[src/hdl/habs_pkg.sv]
// Package for the health-aware backend selector.
// Holds defaults, field widths, beat layout, modulo constants, mode codes and the sequencer state type.
// No dependencies.
package habs_pkg;

    // Defaults for the top-level parameters
    localparam int MAX_ADDRESSES_DEF = 16;
    localparam int POOLS_DEF         = 64;

    // Input field widths
    localparam int POOL_ID_W   = 6;
    localparam int POOL_SIZE_W = 5;
    localparam int MODE_W      = 2;
    localparam int SESSION_W   = 32;
    localparam int MASK_W      = 16;

    // Number of distinct pool_id codes
    localparam int POOL_ID_SPAN = 1 << POOL_ID_W;

    // Output field width
    localparam int INDEX_W = 4;

    // Input beat layout, lowest bit first
    localparam int POOL_ID_LSB   = 0;
    localparam int POOL_SIZE_LSB = POOL_ID_LSB + POOL_ID_W;
    localparam int MODE_LSB      = POOL_SIZE_LSB + POOL_SIZE_W;
    localparam int SESSION_LSB   = MODE_LSB + MODE_W;
    localparam int OK_LSB        = SESSION_LSB + SESSION_W;
    localparam int FADE_LSB      = OK_LSB + MASK_W;
    localparam int LIVE_LSB      = FADE_LSB + MASK_W;
    localparam int FADING_LSB    = LIVE_LSB + MASK_W;
    localparam int S_FIELDS_W    = FADING_LSB + MASK_W;
    localparam int S_TDATA_W     = ((S_FIELDS_W + 7) / 8) * 8;
    localparam int M_TDATA_W     = ((INDEX_W + 7) / 8) * 8;

    // Session modulo: session bits retired per cycle
    localparam int MOD_BITS  = 4;
    localparam int MOD_STEPS = SESSION_W / MOD_BITS;
    localparam int MOD_CNT_W = $clog2(MOD_STEPS);

    // Stickiness modes
    localparam logic [MODE_W-1:0] MODE_NONE     = 2'd0;
    localparam logic [MODE_W-1:0] MODE_FAILOVER = 2'd1;
    localparam logic [MODE_W-1:0] MODE_STICKY   = 2'd2;

    // Sequencer states
    typedef enum logic [2:0] {
        ST_CLEAR,
        ST_IDLE,
        ST_MOD,
        ST_PTR,
        ST_SCAN,
        ST_FINISH
    } state_t;

endpackage

[src/hdl/health_aware_backend_selector.sv]
// Health-aware backend selector, top level.
// Depends on habs_pkg and habs_ram (per-pool round-robin pointer table).
//
// Usage:
//   Slave channel s_*: one beat is one request (pool, size, mode, session and
//   four per-address health masks). Master channel m_*: one beat per request
//   carrying the chosen address index. Results leave in request order.
//   Requests are handled one at a time. States from accept to the result
//   being loaded into the output register:
//     pool size 0 or 1                      : FINISH
//     failover                              : SCAN, FINISH
//     round robin (incl. sticky, session 0) : PTR (table read), SCAN, FINISH
//     session-sticky, session nonzero       : MOD (the 4-bit-per-cycle session
//                                             modulo unit), SCAN, FINISH
//   s_tready returns in the same cycle that the result appears in the output
//   register, so a request can be taken while the previous result waits.
//   Reset: aresetn is synchronous, active low. After reset the pointer table
//   is cleared one entry per cycle, all POOLS entries, with s_tready held low.
//   Stall: a held result blocks only the next result; the following request
//   is still accepted and processed up to its output load.
module health_aware_backend_selector #(
    parameter int MAX_ADDRESSES = habs_pkg::MAX_ADDRESSES_DEF,
    parameter int POOLS         = habs_pkg::POOLS_DEF
) (
    input  logic                           aclk,
    input  logic                           aresetn,
    // Request beat, lowest bit up: pool_id[6], pool_size[5], affinity_mode[2],
    // session[32], fail_ok_mask[16], fail_fade_mask[16], live_mask[16],
    // fading_mask[16], zero fill[3]
    input  logic                           s_tvalid,
    output logic                           s_tready,
    input  logic [habs_pkg::S_TDATA_W-1:0] s_tdata,
    // Result beat, lowest bit up: chosen_index[4], zero fill[4]
    output logic                           m_tvalid,
    input  logic                           m_tready,
    output logic [habs_pkg::M_TDATA_W-1:0] m_tdata
);
    import habs_pkg::*;

    localparam int IDX_W = $clog2(MAX_ADDRESSES);
    localparam int SZ_W  = $clog2(MAX_ADDRESSES + 1);
    localparam int PA_W  = (POOLS > 1) ? $clog2(POOLS) : 1;
    localparam int LANES = (MAX_ADDRESSES < MASK_W) ? MAX_ADDRESSES : MASK_W;

    // Constant map from pool_id to table address
    logic [PA_W-1:0] pool_map [POOL_ID_SPAN];

    for (genvar g = 0; g < POOL_ID_SPAN; g++) begin : g_pool_map
        assign pool_map[g] = PA_W'(g % POOLS);
    end

    // Control registers
    state_t                 state_reg, state_next;
    logic [PA_W-1:0]        clr_cnt_reg, clr_cnt_next;
    logic [MOD_CNT_W-1:0]   mod_cnt_reg, mod_cnt_next;
    logic                   m_valid_reg, m_valid_next;

    // Payload registers
    logic [PA_W-1:0]        pool_reg, pool_next;
    logic [SZ_W-1:0]        size_reg, size_next;
    logic [SESSION_W-1:0]   sess_reg, sess_next;
    logic [MASK_W-1:0]      ok_reg, ok_next;
    logic [MASK_W-1:0]      fade_reg, fade_next;
    logic [MASK_W-1:0]      live_reg, live_next;
    logic [MASK_W-1:0]      fading_reg, fading_next;
    logic [SZ_W:0]          rem_reg, rem_next;
    logic [IDX_W-1:0]       start_reg, start_next;
    logic                   fade_first_reg, fade_first_next;
    logic                   fade_rest_reg, fade_rest_next;
    logic                   rr_reg, rr_next;
    logic [IDX_W-1:0]       result_reg, result_next;
    logic [M_TDATA_W-1:0]   m_data_reg, m_data_next;

    // Pointer table port signals
    logic                   ram_wr_en;
    logic [PA_W-1:0]        ram_wr_addr;
    logic [IDX_W-1:0]       ram_wr_data;
    logic                   ram_rd_en;
    logic [IDX_W-1:0]       ram_rd_data;

    // Request field views
    logic [POOL_ID_W-1:0]   in_pool;
    logic [POOL_SIZE_W-1:0] in_size_raw;
    logic [MODE_W-1:0]      in_mode;
    logic [SESSION_W-1:0]   in_session;
    logic [SZ_W-1:0]        in_size;
    logic                   accept;
    logic                   out_free;

    // Scan and modulo temporaries
    logic [MASK_W-1:0]      use_hi, use_lo;
    logic                   found_hi, found_lo;
    logic [IDX_W-1:0]       idx_hi, idx_lo, scan_idx;
    logic [SZ_W:0]          rem_tmp;
    logic [SZ_W-1:0]        ptr_inc;

    assign in_pool     = s_tdata[POOL_ID_LSB +: POOL_ID_W];
    assign in_size_raw = s_tdata[POOL_SIZE_LSB +: POOL_SIZE_W];
    assign in_mode     = s_tdata[MODE_LSB +: MODE_W];
    assign in_session  = s_tdata[SESSION_LSB +: SESSION_W];

    // Saturate pool size to the address limit
    always_comb begin
        if (32'(in_size_raw) > 32'(MAX_ADDRESSES)) begin
            in_size = SZ_W'(MAX_ADDRESSES);
        end else begin
            in_size = SZ_W'(in_size_raw);
        end
    end

    assign s_tready = (state_reg == ST_IDLE);
    assign accept   = s_tvalid && s_tready;
    assign out_free = !m_valid_reg || m_tready;
    assign m_tvalid = m_valid_reg;
    assign m_tdata  = m_data_reg;

    // Usable addresses, split into the part at or after start and the wrap part
    always_comb begin
        use_hi = '0;
        use_lo = '0;
        for (int i = 0; i < LANES; i++) begin
            logic allow;
            logic good;
            allow = (IDX_W'(i) == start_reg) ? fade_first_reg : fade_rest_reg;
            good  = (ok_reg[i] || (allow && fade_reg[i])) && live_reg[i]
                    && (allow || !fading_reg[i]) && (SZ_W'(i) < size_reg);
            if (IDX_W'(i) >= start_reg) begin
                use_hi[i] = good;
            end else begin
                use_lo[i] = good;
            end
        end
    end

    // Lowest set bit of each part
    always_comb begin
        found_hi = 1'b0;
        found_lo = 1'b0;
        idx_hi   = '0;
        idx_lo   = '0;
        for (int i = LANES - 1; i >= 0; i--) begin
            if (use_hi[i]) begin
                found_hi = 1'b1;
                idx_hi   = IDX_W'(i);
            end
            if (use_lo[i]) begin
                found_lo = 1'b1;
                idx_lo   = IDX_W'(i);
            end
        end
        priority if (found_hi) begin
            scan_idx = idx_hi;
        end else if (found_lo) begin
            scan_idx = idx_lo;
        end else begin
            scan_idx = start_reg;
        end
    end

    // Retire MOD_BITS session bits into the remainder
    always_comb begin
        rem_tmp = rem_reg;
        for (int b = 0; b < MOD_BITS; b++) begin
            rem_tmp = {rem_tmp[SZ_W-1:0], sess_reg[SESSION_W-1-b]};
            if (rem_tmp >= {1'b0, size_reg}) begin
                rem_tmp = rem_tmp - {1'b0, size_reg};
            end
        end
    end

    // Pointer one past the result, wrapped to the pool size
    always_comb begin
        ptr_inc = SZ_W'(result_reg) + SZ_W'(1);
        if (ptr_inc >= size_reg) begin
            ptr_inc = '0;
        end
    end

    // Sequencer: next state and datapath
    always_comb begin
        state_next      = state_reg;
        clr_cnt_next    = clr_cnt_reg;
        mod_cnt_next    = mod_cnt_reg;
        m_valid_next    = m_valid_reg;
        pool_next       = pool_reg;
        size_next       = size_reg;
        sess_next       = sess_reg;
        ok_next         = ok_reg;
        fade_next       = fade_reg;
        live_next       = live_reg;
        fading_next     = fading_reg;
        rem_next        = rem_reg;
        start_next      = start_reg;
        fade_first_next = fade_first_reg;
        fade_rest_next  = fade_rest_reg;
        rr_next         = rr_reg;
        result_next     = result_reg;
        m_data_next     = m_data_reg;
        ram_wr_en       = 1'b0;
        ram_wr_addr     = pool_reg;
        ram_wr_data     = IDX_W'(ptr_inc);
        ram_rd_en       = accept;

        // Drop the held result once taken
        if (m_valid_reg && m_tready) begin
            m_valid_next = 1'b0;
        end

        unique case (state_reg)
            ST_CLEAR: begin
                ram_wr_en    = 1'b1;
                ram_wr_addr  = clr_cnt_reg;
                ram_wr_data  = '0;
                clr_cnt_next = clr_cnt_reg + PA_W'(1);
                if (clr_cnt_reg == PA_W'(POOLS - 1)) begin
                    state_next = ST_IDLE;
                end
            end
            ST_IDLE: begin
                if (accept) begin
                    pool_next   = pool_map[in_pool];
                    size_next   = in_size;
                    sess_next   = in_session;
                    ok_next     = s_tdata[OK_LSB +: MASK_W];
                    fade_next   = s_tdata[FADE_LSB +: MASK_W];
                    live_next   = s_tdata[LIVE_LSB +: MASK_W];
                    fading_next = s_tdata[FADING_LSB +: MASK_W];
                    rr_next     = 1'b0;
                    start_next  = '0;
                    rem_next    = '0;
                    mod_cnt_next = '0;
                    priority if (in_size <= SZ_W'(1)) begin
                        result_next = '0;
                        state_next  = ST_FINISH;
                    end else if (in_mode == MODE_FAILOVER) begin
                        fade_first_next = 1'b1;
                        fade_rest_next  = 1'b1;
                        state_next      = ST_SCAN;
                    end else if (in_mode == MODE_STICKY && in_session != '0) begin
                        fade_first_next = 1'b1;
                        fade_rest_next  = 1'b0;
                        state_next      = ST_MOD;
                    end else begin
                        fade_first_next = (in_mode == MODE_NONE);
                        fade_rest_next  = (in_mode == MODE_NONE);
                        rr_next         = 1'b1;
                        state_next      = ST_PTR;
                    end
                end
            end
            ST_MOD: begin
                rem_next     = rem_tmp;
                sess_next    = sess_reg << MOD_BITS;
                mod_cnt_next = mod_cnt_reg + MOD_CNT_W'(1);
                if (mod_cnt_reg == MOD_CNT_W'(MOD_STEPS - 1)) begin
                    start_next = IDX_W'(rem_tmp);
                    state_next = ST_SCAN;
                end
            end
            ST_PTR: begin
                // Restart at zero when the pool shrank under the pointer
                if (SZ_W'(ram_rd_data) >= size_reg) begin
                    start_next = '0;
                end else begin
                    start_next = ram_rd_data;
                end
                state_next = ST_SCAN;
            end
            ST_SCAN: begin
                result_next = scan_idx;
                state_next  = ST_FINISH;
            end
            ST_FINISH: begin
                // Load the output and, for round robin, write back the pointer together
                if (out_free) begin
                    m_valid_next = 1'b1;
                    m_data_next  = M_TDATA_W'(INDEX_W'(result_reg));
                    ram_wr_en    = rr_reg;
                    state_next   = ST_IDLE;
                end
            end
            default: begin
                state_next = ST_IDLE;
            end
        endcase
    end

    // Control state
    always_ff @(posedge aclk) begin
        if (!aresetn) begin
            state_reg   <= ST_CLEAR;
            clr_cnt_reg <= '0;
            mod_cnt_reg <= '0;
            m_valid_reg <= 1'b0;
        end else begin
            state_reg   <= state_next;
            clr_cnt_reg <= clr_cnt_next;
            mod_cnt_reg <= mod_cnt_next;
            m_valid_reg <= m_valid_next;
        end
    end

    // Payload, no reset
    always_ff @(posedge aclk) begin
        pool_reg       <= pool_next;
        size_reg       <= size_next;
        sess_reg       <= sess_next;
        ok_reg         <= ok_next;
        fade_reg       <= fade_next;
        live_reg       <= live_next;
        fading_reg     <= fading_next;
        rem_reg        <= rem_next;
        start_reg      <= start_next;
        fade_first_reg <= fade_first_next;
        fade_rest_reg  <= fade_rest_next;
        rr_reg         <= rr_next;
        result_reg     <= result_next;
        m_data_reg     <= m_data_next;
    end

    // Round-robin pointer table
    habs_ram #(
        .WIDTH (IDX_W),
        .DEPTH (POOLS)
    ) u_ptr_ram (
        .aclk    (aclk),
        .wr_en   (ram_wr_en),
        .wr_addr (ram_wr_addr),
        .wr_data (ram_wr_data),
        .rd_en   (ram_rd_en),
        .rd_addr (pool_map[in_pool]),
        .rd_data (ram_rd_data)
    );

`ifndef ASSERT_OFF
    // No request is taken while the table is being cleared
    a_no_accept_in_clear: assert property (@(posedge aclk) disable iff (!aresetn)
        state_reg == ST_CLEAR |-> !s_tready)
        else $error("request accepted during table clear");

    // Table writes only come from the clear sweep or a pointer write-back
    a_write_source: assert property (@(posedge aclk) disable iff (!aresetn)
        ram_wr_en |-> (state_reg == ST_CLEAR || (state_reg == ST_FINISH && rr_reg)))
        else $error("unexpected pointer table write");

    // The modulo unit hands over to the scan after its last step
    a_mod_done: assert property (@(posedge aclk) disable iff (!aresetn)
        (state_reg == ST_MOD && mod_cnt_reg == MOD_CNT_W'(MOD_STEPS - 1))
        |=> state_reg == ST_SCAN)
        else $error("modulo sequence did not end in scan");

    // The scan start lies inside the pool
    a_start_in_pool: assert property (@(posedge aclk) disable iff (!aresetn)
        state_reg == ST_SCAN |-> SZ_W'(start_reg) < size_reg)
        else $error("scan start outside pool");

    // A chosen index lies inside the pool
    a_result_in_pool: assert property (@(posedge aclk) disable iff (!aresetn)
        (state_reg == ST_FINISH && size_reg != '0) |-> SZ_W'(result_reg) < size_reg)
        else $error("chosen index outside pool");
`endif

endmodule

[src/hdl/habs_ram.sv]
// Generic single-clock RAM, one write port and one registered read port.
// No dependencies.
module habs_ram #(
    parameter int WIDTH = 8,
    parameter int DEPTH = 64
) (
    input  logic                                   aclk,
    input  logic                                   wr_en,
    input  logic [(DEPTH > 1 ? $clog2(DEPTH) : 1)-1:0] wr_addr,
    input  logic [WIDTH-1:0]                       wr_data,
    input  logic                                   rd_en,
    input  logic [(DEPTH > 1 ? $clog2(DEPTH) : 1)-1:0] rd_addr,
    output logic [WIDTH-1:0]                       rd_data
);

    logic [WIDTH-1:0] mem [DEPTH];

    // Write, then register the read word
    always_ff @(posedge aclk) begin
        if (wr_en) begin
            mem[wr_addr] <= wr_data;
        end
        if (rd_en) begin
            rd_data <= mem[rd_addr];
        end
    end

endmodule
[config.mk]
export PLATFORM = sky130hd
export DESIGN_NAME = health_aware_backend_selector
export DESIGN_NICKNAME = d
export VERILOG_FILES = /design/src/hdl/habs_pkg.sv /design/src/hdl/health_aware_backend_selector.sv /design/src/hdl/habs_ram.sv
export SDC_FILE = /design/constraint.sdc
export NUM_CORES = 1
export LEC_CHECK = 0
export ABC_AREA = 1
export BUFFER_PORTS_ARGS = -buffer_cell sky130_fd_sc_hd__buf_2
export CAP_MARGIN = 20
export CORE_MARGIN = 8
export CORE_UTILIZATION = 30
export CTS_BUF_LIST = sky130_fd_sc_hd__clkbuf_8
export CTS_CLUSTER_DIAMETER = 40
export DETAILED_ROUTE_END_ITERATION = 10
export GPL_TIMING_DRIVEN = 1
export HOLD_SLACK_MARGIN = 0.02
export RECOVER_POWER = 25
export SYNTH_ARGS = -nofsm -noshare
export SYNTH_HDL_FRONTEND = slang
export SYNTH_SLANG_ARGS = --single-unit
export TNS_END_PERCENT = 20
[constraint.sdc]
create_clock -name aclk -period 5.87 [get_ports aclk]
set_input_delay 0.587 -clock aclk [delete_from_list [all_inputs] [get_ports aclk]]
set_output_delay 0.587 -clock aclk [all_outputs]
set_load 0.02 [all_outputs]
---- After elaboration in Yosys (flattened, before gate mapping) ----
Memory sizes are Yosys's and may differ from the RTL's. A register that Yosys moved wholly into a read port is not among the register bits.
Cells that the tools add are included.
Widths: inputs -> output; s select.
cells by class
  eq/ne operators ......................... 29
  multiplexer cells ....................... 154
  shift operators ......................... 0
  multiply operators ...................... 0
  div/mod/pow operators ................... 0
  bitwise gates (word level) .............. 2
  reductions and logical operators ........ 133
  $lt $le $gt $ge ......................... 41
  add/sub/neg operators ................... 7
operators with widths
  operator            count
  $mux 4              41
  $mux 1              89
  $logic_and 1x1->1   67
  $pmux 32 s2         1
  $lt 4x5->1 const A  8
  $logic_or 1x1->1    33
  $eq 4x4->1 const A  8
  $ge 4x4->1 const A  8
  $mux 32             1
  $reduce_bool 32->1  1
  $mux 5              6
  $ge 6x5->1          4
  $mux 3              7
  $lt 3x5->1 const A  4
  $sub 5x5->5         4
  $mux 6              3
  $pmux 3 s6          1
  $logic_not 1->1     17
  $eq 3x4->1 const A  4
  $ge 3x4->1 const A  4
  $pmux 4 s3          1
  $lt 1x5->1 const A  2
  $lt 2x5->1 const A  2
  $pmux 5 s2          1
  other kinds (34)    49
storage, ports and cells
  memories ................................ 2
  input port bits ......................... 116
  ROM bits ................................ 384
  memory bits (writable) .................. 256
  flip-flop bits (word level) ............. 140
  word-level logic and storage cells ...... 386
  bits in latches ......................... 0
memories
  memory           depth  width  read ports  clocked after Yosys merged registers in  write ports  RTL line                              RTL
  (no name shown)  64     6      1           0                                        0            health_aware_backend_selector.sv:331  .rd_addr (pool_map[in_pool]),
  u_ptr_ram.mem    64     4      1           1                                        1            habs_ram.sv:16                        logic [WIDTH-1:0] mem [DEPTH];

---- Depth between registers and ports, before layout ----
Gate-level depths: netlist of run 1.
  word-level depth ........................ 27
  gate-level depth with buffers ........... 40
  gate-level depth less buffers ........... 40

---- Hierarchy ----
From an unflattened synthesis of run 1, not the netlist that was laid out.
second synthesis, totals
  cell total of the unflattened synthesis .. 1829
  area total of the unflattened synthesis .. 18728.0 sq um
by module, submodules not included
  module                         times used  area an instance (sq um)  sequential area each (sq um)  cells each
  habs_ram                       1           10921.7                   7807.5                        948
  health_aware_backend_selector  1           7806.2                    4073.9                        881

---- Worst setup path before layout of run 1 ----
No wires, ideal clock.
  path kind ............................... reg2reg
  from .................................... register size_reg[1]
  to ...................................... register start_reg[2] (data pin)
  setup time .............................. 0.254 ns
  arrival time ............................ 5.724 ns
  period minus slack after synthesis ...... 5.978 ns
  cell stages (with the launch flop) ...... 36
  path slack .............................. -0.108 ns
  required time ........................... 5.616 ns
  buffers on the path ..................... 0
  cell sequence ........................... edfxtp_1 -> inv_1 -> fa_1 -> a21oi_1 -> nor2_1 -> nor2_1 -> inv_1 -> nand2_1 -> nand2_1 -> mux2_2 -> ha_1 -> nand2_1 -> nor2_1 -> a211oi_2 -> o31ai_1 -> a21oi_1 -> o211ai_2 -> o21ai_0 -> inv_1 -> fa_1 -> o21ai_0 -> a211o_1 -> a21oi_1 -> nand2_1 -> inv_2 -> nand2_1 -> o21ai_0 -> fa_1 -> nand3_1 -> nand3_1 -> a21oi_1 -> o211ai_2 -> nor2_1 -> nor2_1 -> nand2_1 -> nand2_1
on the way
  word-level cells in the longest chain between the ends .. 10
  elaborated cells between the ends (all ways) .. 16
  classes of those cells .................. 4 x add/sub; 5 x order compare; 7 x mux
ends and longest elaborated chain
  what                                              RTL line                                                                    RTL
  start: declaration                                health_aware_backend_selector.sv:60                                         logic [SZ_W-1:0] size_reg, size_next;
  start signal: assignment                          health_aware_backend_selector.sv:306                                        size_reg <= size_next;
  $sub 5x5->5 / $ge 6x5->1 (equally long branches)  health_aware_backend_selector.sv:166, health_aware_backend_selector.sv:165
  $mux 5                                            health_aware_backend_selector.sv:165                                        if (rem_tmp >= {1'b0, size_reg}) begin
  $sub 5x5->5 / $ge 6x5->1 (equally long branches)  health_aware_backend_selector.sv:166, health_aware_backend_selector.sv:165
  $mux 5                                            health_aware_backend_selector.sv:165
  $sub 5x5->5 / $ge 6x5->1 (equally long branches)  health_aware_backend_selector.sv:166, health_aware_backend_selector.sv:165
  $mux 5                                            health_aware_backend_selector.sv:165
  $ge 6x5->1 / $sub 5x5->5 (equally long branches)  health_aware_backend_selector.sv:165, health_aware_backend_selector.sv:166
  $mux 5                                            health_aware_backend_selector.sv:165
  $mux 4                                            health_aware_backend_selector.sv:255                                        if (mod_cnt_reg == MOD_CNT_W'(MOD_STEPS - 1)) begin
  $pmux 4 s3 (*)                                    health_aware_backend_selector.sv:209                                        unique case (state_reg)
  via start_next[2]                                 health_aware_backend_selector.sv:67                                         logic [IDX_W-1:0] start_reg, start_next;
  end signal: assignment                            health_aware_backend_selector.sv:313                                        start_reg <= start_next;
  end: declaration                                  health_aware_backend_selector.sv:67
The timed path passes the listed nets; every way through them passes the cells marked *. The select of a mux whose other input is x is not followed.
A chain may end at the register's enable or synchronous reset.

---- Worst setup path in the final report of run 1 ----
  from .................................... register sess_reg[31]
  to ...................................... register start_reg[0] (data pin)
on the way
  word-level cells in the longest chain between the ends .. 10
  elaborated cells between the ends (all ways) .. 13
  classes of those cells .................. 3 x add/sub; 4 x order compare; 6 x mux
ends and longest elaborated chain
  what                                              RTL line                                                                    RTL
  start: declaration                                health_aware_backend_selector.sv:61                                         logic [SESSION_W-1:0] sess_reg, sess_next;
  start signal: assignment                          health_aware_backend_selector.sv:307                                        sess_reg <= sess_next;
  $sub 5x5->5 / $ge 6x5->1 (equally long branches)  health_aware_backend_selector.sv:166, health_aware_backend_selector.sv:165
  $mux 5 (*)                                        health_aware_backend_selector.sv:165
  $sub 5x5->5 / $ge 6x5->1 (equally long branches)  health_aware_backend_selector.sv:166, health_aware_backend_selector.sv:165
  $mux 5 (*)                                        health_aware_backend_selector.sv:165
  $sub 5x5->5 / $ge 6x5->1 (equally long branches)  health_aware_backend_selector.sv:166, health_aware_backend_selector.sv:165
  $mux 5 (*)                                        health_aware_backend_selector.sv:165
  $ge 6x5->1 (*)                                    health_aware_backend_selector.sv:165
  $mux 5 (*)                                        health_aware_backend_selector.sv:165
  $mux 4 (*)                                        health_aware_backend_selector.sv:255
  $pmux 4 s3 (*)                                    health_aware_backend_selector.sv:209
  via start_next[0]                                 health_aware_backend_selector.sv:67
Marks and branches as above.

==> flow_summary.yaml, run 1 <==
status:
  outcome: "finished with violations"
  violations: "capacitance limit, slew limit"
place:
  numPortBuffers: 118
  place_hpwl_mm: 31.3
  place_congestion: 0.905
worst_hold_path:
  hold_depth: 1
  whs_endpoint: "live_reg[3]"
  hp-start: "s_tdata[80]"
  hold_path_class: "in -> reg"
worst_setup_path:
  cp_slowest_stage_delay_ns: 0.39
  critPathKind: "reg -> reg"
  startpoint_type: "flip-flop"
  r2r_end: "start_reg[0]"
  crit_slowest_cell: "fa_2"
  worstPathRequired_ns: 6.26
  cp-end-kind: "flip-flop"
  r2r-start: "sess_reg[31]"
  reg2reg_slack_ns: 0.10
  r2r_cells: 40
  critical_path.startpoint: "sess_reg[31]"
  worst-path-max-fanout: 8
  critPathArrivalTime_ns: 6.16
layout:
  largest_register_ffs: 256
  area_growth_pct: 20.3
  final_layout_size_suffix_gt1_share_pct: 17.6
  nets: 2050
  n_fill_cell: 5929
floorplan:
  start_util_pct: 30.2
  dieArea_sq_um: 68600
  fp.dieH_um: 262
  die_x_um: 262
  num_io_pins: 126
  core-area_sq_um: 60100
  rows: 90
yosys:
  synth_cells: 1703
  syn_area_per_cell_sq_um: 10.7
  yosys.area_share.adder_pct: 2.72
  synth_compound_area_share_pct: 11.8
  ys_warn_count: 0
  async_flop_share_pct: 0
  synth_seq_area_share_pct: 65.5
  synthXorXnorAreaFrac_pct: 0.627
  synth_edf_count: 387
  ys_ff_latch: 400
  yosys.area_share.simple_pct: 15.0
  synth_top_family_by_area: "simple AND/OR/NAND/NOR gates"
  synthesis.area_sq_um: 18100
  synth.mux.area_fraction_pct: 0.0620
  synth_flop_cell: "edfxtp_1"
  synthDistinctLibCells: 50
cts:
  cts_max_path_buffers: 3
  cts_made_buffers: 77
  htreeDepth: 3
  cts_tree: "built"
  clkTransAtPathRegs_ns: 0.06
  cts_root_buf: "clkbuf_8"
  cts_sinks: 400
  clock_latency_ns: 0.65
global_routing:
  grt_pass1_vias: 13400
  grt_max_degree: 83
  overflow: 0
  antenna_found_initial: 5
  grt_pass1_wl_mm: 73.4
  grt_usage_pct: 13.6
sta:
  period_needed_ns: 5.77
  relSlewSlack_pct: -197
  fmaxAchievable_mhz: 173
  period_share_pct: 98.3
  hold-worst-slack_ns: 0.110
  worstMarginPinSlew_ns: 4.45
  finalHoldViolCount: 0
  skew_ns: 0.0335
  slew_viol_final: 237
  rsz0062_at_grt: "yes"
  setup_viol: 0
route:
  drc: 0
  drt_first_pass_iters: 6
  wl_per_cell_um: 17.6
  postRouteAntennaNets: 0
  drtIter0Drc: 1087
  avgViaCountPerCell: 4.90
  vias: 13400
  drt_wl_total_mm: 48.3
flow_run:
  drv_cap: 4
pwr:
  ir_drop_mv: 0.159
  total_power_mw: 7.33
  p_leak_nw: 8.36
  power_density_nw_per_um2: 336
routing by layer:
metal / wire (um) / up-vias / track usage (%)
li1: - / 6424 / -
met5: 45 / - / 0
met2: 23300 / 463 / 22.9
met1: 20300 / 6423 / 16.8
met3: 3290 / 119 / 3.21
met4: 1370 / 8 / 5.50
worst max-delay path, delay by kind of cell (launching register included):
family	cells	cell delay (ns)
AO/OA/AOI/OAI	12	1.58
adder cells (fa/ha/maj)	5	1.25
buffers and inverters	8	0.89
flip-flops	1	0.37
multiplexers	1	0.34
AND/OR/NAND/NOR	14	1.07
final cells by class:
cell class | count | area [sq um] | share of cell area (%)
Timing Repair Buffer | 180 | 1050 | 4.83
Clock buffer | 80 | 1100 | 5.04
Clock inverter | 59 | 473 | 2.17
Inverter | 131 | 497 | 2.28
Antenna cell | 1 | 2.50 | 0.0115
Sequential cell | 400 | 11900 | 54.4
Multi-Input combinational cell | 1107 | 5840 | 26.8
Tap cell | 782 | 978 | 4.48
worst max-delay path by stage:
stage | end | slack (ns) | depth (start not counted)
finish | start_reg[0] | 0.10 | 40
floorplan | start_reg[2] | 0.03 | 37
global route | start_reg[3] | -0.28 | 38
detailed placement | start_reg[3] | -0.25 | 38
CTS | start_reg[3] | -0.09 | 42
global placement | start_reg[3] | -0.12 | 38
cell usage in the layout, fill, tap and decap left out, drive strengths merged, types with 9 or more instances in the layout:
cell type,instances
ha,33
nand4,9
a31oi,9
o21bai,9
clkinv,33
o21ai,200
nand3,46
a21oi,44
dfxtp,13
inv,144
o22ai,70
o221ai,11
nand2,275
nor2,310
o211ai,10
nor4,13
edfxtp,387
buf,157
clkbuf,103
nor3,16
metrics by stage:
step                      setup TNS (ns)  cells  worst slack [ns]  cell area (sq um)  util [%]
after floorplan                        0   1706            0.0280              18200         -
after global placement            -0.558   2586            -0.124              19900      33.0
after detailed placement           -1.70   2586            -0.254              19900      33.0
after CTS                         -0.361   2730           -0.0852              21500      35.8
after global routing               -2.08   2739            -0.275              21800      36.3
final                                  0   2740             0.103              21800      36.3
synthesized netlist by cell type (2+ instances only):
library cell	instances	area share, %
nand3b_1	2	0.083
o221ai_1	11	0.53
nor2_1	303	6.3
nor3_1	16	0.44
ha_1	33	2.3
o2111ai_1	2	0.097
nor2_2	6	0.21
and3_1	4	0.14
nand4_1	9	0.31
o21ai_1	6	0.17
clkinv_1	3	0.062
or2_2	3	0.10
inv_2	6	0.12
a31oi_1	9	0.31
nand3_1	46	1.3
xor2_1	6	0.29
dfxtp_1	13	1.4
o22ai_1	70	2.4
xnor2_1	7	0.34
edfxtp_1	387	64
o311ai_0	3	0.14
o211ai_2	2	0.14
buf_4	5	0.21
o32ai_1	2	0.097
inv_1	122	2.5
nand2_1	274	5.7
o21ai_0	193	5.3
clkbuf_1	61	1.3
o21bai_1	9	0.37
a211oi_2	2	0.14
o21a_1	5	0.21
o211ai_1	7	0.29
a21oi_1	44	1.2
nor4_1	13	0.45
fa_1	4	0.44
cells by family (layout without fill, tap and decap cells):
group | count (synthesis) | in the layout
simple gates | 678 | 678
flops | 400 | 400
compound gates | 373 | 374
buf+inv | 200 | 450
fa+ha+maj | 37 | 37
xor+xnor | 13 | 13
other cells | 1 | 5
mux | 1 | 1
where the power goes:
group / internal [mW] / switching, mW
clock network: 1.59 / 1.21
logic: 0.484 / 0.762
registers: 3.25 / 0.0341
total: 5.32 / 2.01
repair_timing:
| item | 4_1_cts | 5_1_grt |
|---|---|---|
| hold buffers | 0 | 0 |
| buffers inserted | 4 | 9 |
| resized for setup | 15 | 56 |
| gates cloned | 1 | 0 |
| setup endpoints to repair | 9 | 9 |
| pin swaps | 15 | 26 |
Note: power is estimated with default switching activity, not from simulation.
==> run 2, diff against run 1 <==
==> constraint.sdc (replaced) <==
create_clock -name aclk -period 6.49 [get_ports aclk]
set_input_delay 0.649 -clock aclk [delete_from_list [all_inputs] [get_ports aclk]]
set_output_delay 0.649 -clock aclk [all_outputs]
set_load 0.02 [all_outputs]
==> flow_summary.yaml, run 2 (same netlist as run 1, synthesis figures left out) <==
status:
  outcome: "finished with violations"
  violations: "capacitance limit, slew limit"
sta:
  slew_viol_final: 245
  tns_ns: 0
  period_share_pct: 93.8
  skew_ns: 0.0388
  fmaxAchievable_mhz: 164
  relSlewSlack_pct: -202
  finalHoldViolCount: 0
  period_needed_ns: 6.09
  worstMarginPinSlew_ns: 4.53
  hold-worst-slack_ns: 0.191
  setup_viol: 0
route:
  wl_per_cell_um: 17.7
  avgViaCountPerCell: 4.95
  drc: 0
  vias: 13400
  drt_first_pass_iters: 5
  postRouteAntennaNets: 0
  drtIter0Drc: 922
  drt_wl_total_mm: 47.9
worst_setup_path:
  r2r-start: "sess_reg[31]"
  cp_slowest_stage_delay_ns: 0.37
  crit_slowest_cell: "fa_2"
  critPathArrivalTime_ns: 6.47
  cp-end-kind: "flip-flop"
  worst-path-max-fanout: 6
  critPathKind: "reg -> reg"
  worstPathRequired_ns: 6.87
  cp_common_cell: "nand2_1"
  critical_path.startpoint: "sess_reg[31]"
  startpoint_type: "flip-flop"
cts:
  cts_max_path_buffers: 3
  clkTransAtPathRegs_ns: 0.06
  cts_tree: "built"
  cts_sinks: 400
  htreeDepth: 3
  cts_made_buffers: 75
  cts_root_buf: "clkbuf_8"
  clock_latency_ns: 0.65
  hold_buffers: 0
layout:
  final_core_util_pct: 35.5
  area_growth_pct: 17.6
  largest_register_ffs: 256
  nets: 2016
  final_cell_mix: "edfxtp_1 (387), nor2_1 (297), nand2_1 (273)"
  n_fill_cell: 5978
  final_layout_size_suffix_gt1_share_pct: 14.8
  mostFrequentLayoutCell: "edfxtp_1"
global_routing:
  grt_pass1_wl_mm: 73.3
  overflow: 0
  grt_pass1_vias: 13500
  antenna_found_initial: 5
  grt_usage_pct: 13.6
  grt_max_degree: 83
pwr:
  p_leak_nw: 8.13
  power_density_nw_per_um2: 298
  total_power_mw: 6.36
  ir_drop_mv: 0.128
floorplan:
  start_util_pct: 30.2
  rows: 90
  core-area_sq_um: 60100
  dieArea_sq_um: 68600
  num_io_pins: 126
  die_x_um: 262
  fp.dieH_um: 262
place:
  place_congestion: 0.901
  numPortBuffers: 118
  place_hpwl_mm: 30.9
worst_hold_path:
  hold_path_class: "in -> reg"
  hp-start: "s_tdata[61]"
flow_run:
  drv_cap: 4
run 2: cell count changes in the layout (fill, tap and decap cells not counted), sizes merged:
cell	before	now
bufinv	7	6
inv	144	147
clkinvlp	6	9
clkbuf	103	94
diode	1	3
buf	157	128
run 2: layer usage:
| metal | global-route usage, % | part of all wire (%) |
|---|---|---|
| met1 | 17.1 | 43 |
| met5 | 0 | 0.054 |
| met3 | 3.42 | 7.3 |
| met4 | 6.05 | 3.2 |
| met2 | 22.0 | 47 |
run 2: final timing paths:
kind,end,slack [ns],cells after the start
worst max-delay path,start_reg[3],0.40,40
worst min-delay path,fade_reg[0],0.19,1
worst max register to register,start_reg[3],0.40,40
worst min register to register,mod_cnt_reg[0],0.48,1
run 2: layout make-up:
| class | count | area (sq um) | share of cell area [%] |
|---|---|---|---|
| Sequential cell | 400 | 11900 | 55.7 |
| Multi-Input combinational cell | 1107 | 5660 | 26.5 |
| Clock buffer | 75 | 1030 | 4.84 |
| Tap cell | 782 | 978 | 4.59 |
| Timing Repair Buffer | 147 | 790 | 3.70 |
| Inverter | 131 | 494 | 2.32 |
| Clock inverter | 63 | 485 | 2.28 |
| Timing Repair inverter | 1 | 7.51 | 0.0352 |
| Antenna cell | 3 | 7.51 | 0.0352 |
run 2: worst max-delay path: cells and delay by family (launching register included):
kind / cells / cell delay (ns)
DFF: 1 / 0.36
buffers and inverters: 6 / 0.65
adders and majority gates: 5 / 1.36
AOI/OAI and AO/OA: 14 / 2.32
and+or+nand+nor: 15 / 1.15
run 2: repair_timing:
| action | 4_1_cts | 5_1_grt |
|---|---|---|
| cloned | 1 | 1 |
| pin swaps | 3 | 8 |
| resized for setup | 2 | 25 |
| setup endpoints to repair | 8 | 9 |
| buffers inserted | 1 | 6 |
run 2: through the flow:
step	std cells	setup WS, ns	cell area, sq um
6_report	2709	0.400	21300
2_1_floorplan	1706	0.512	18200
3_5_place_dp	2558	-0.118	19600
5_1_grt	2707	-0.0936	21300
4_1_cts	2698	0.0101	21200
3_3_place_gp	2558	0.110	19600
run 2: power by group:
part / switching, mW / internal [mW] / total, mW
logic: 0.615 / 0.307 / 0.922
registers: 0.0315 / 2.94 / 2.97
clock network: 1.12 / 1.35 / 2.47
total: 1.77 / 4.59 / 6.36
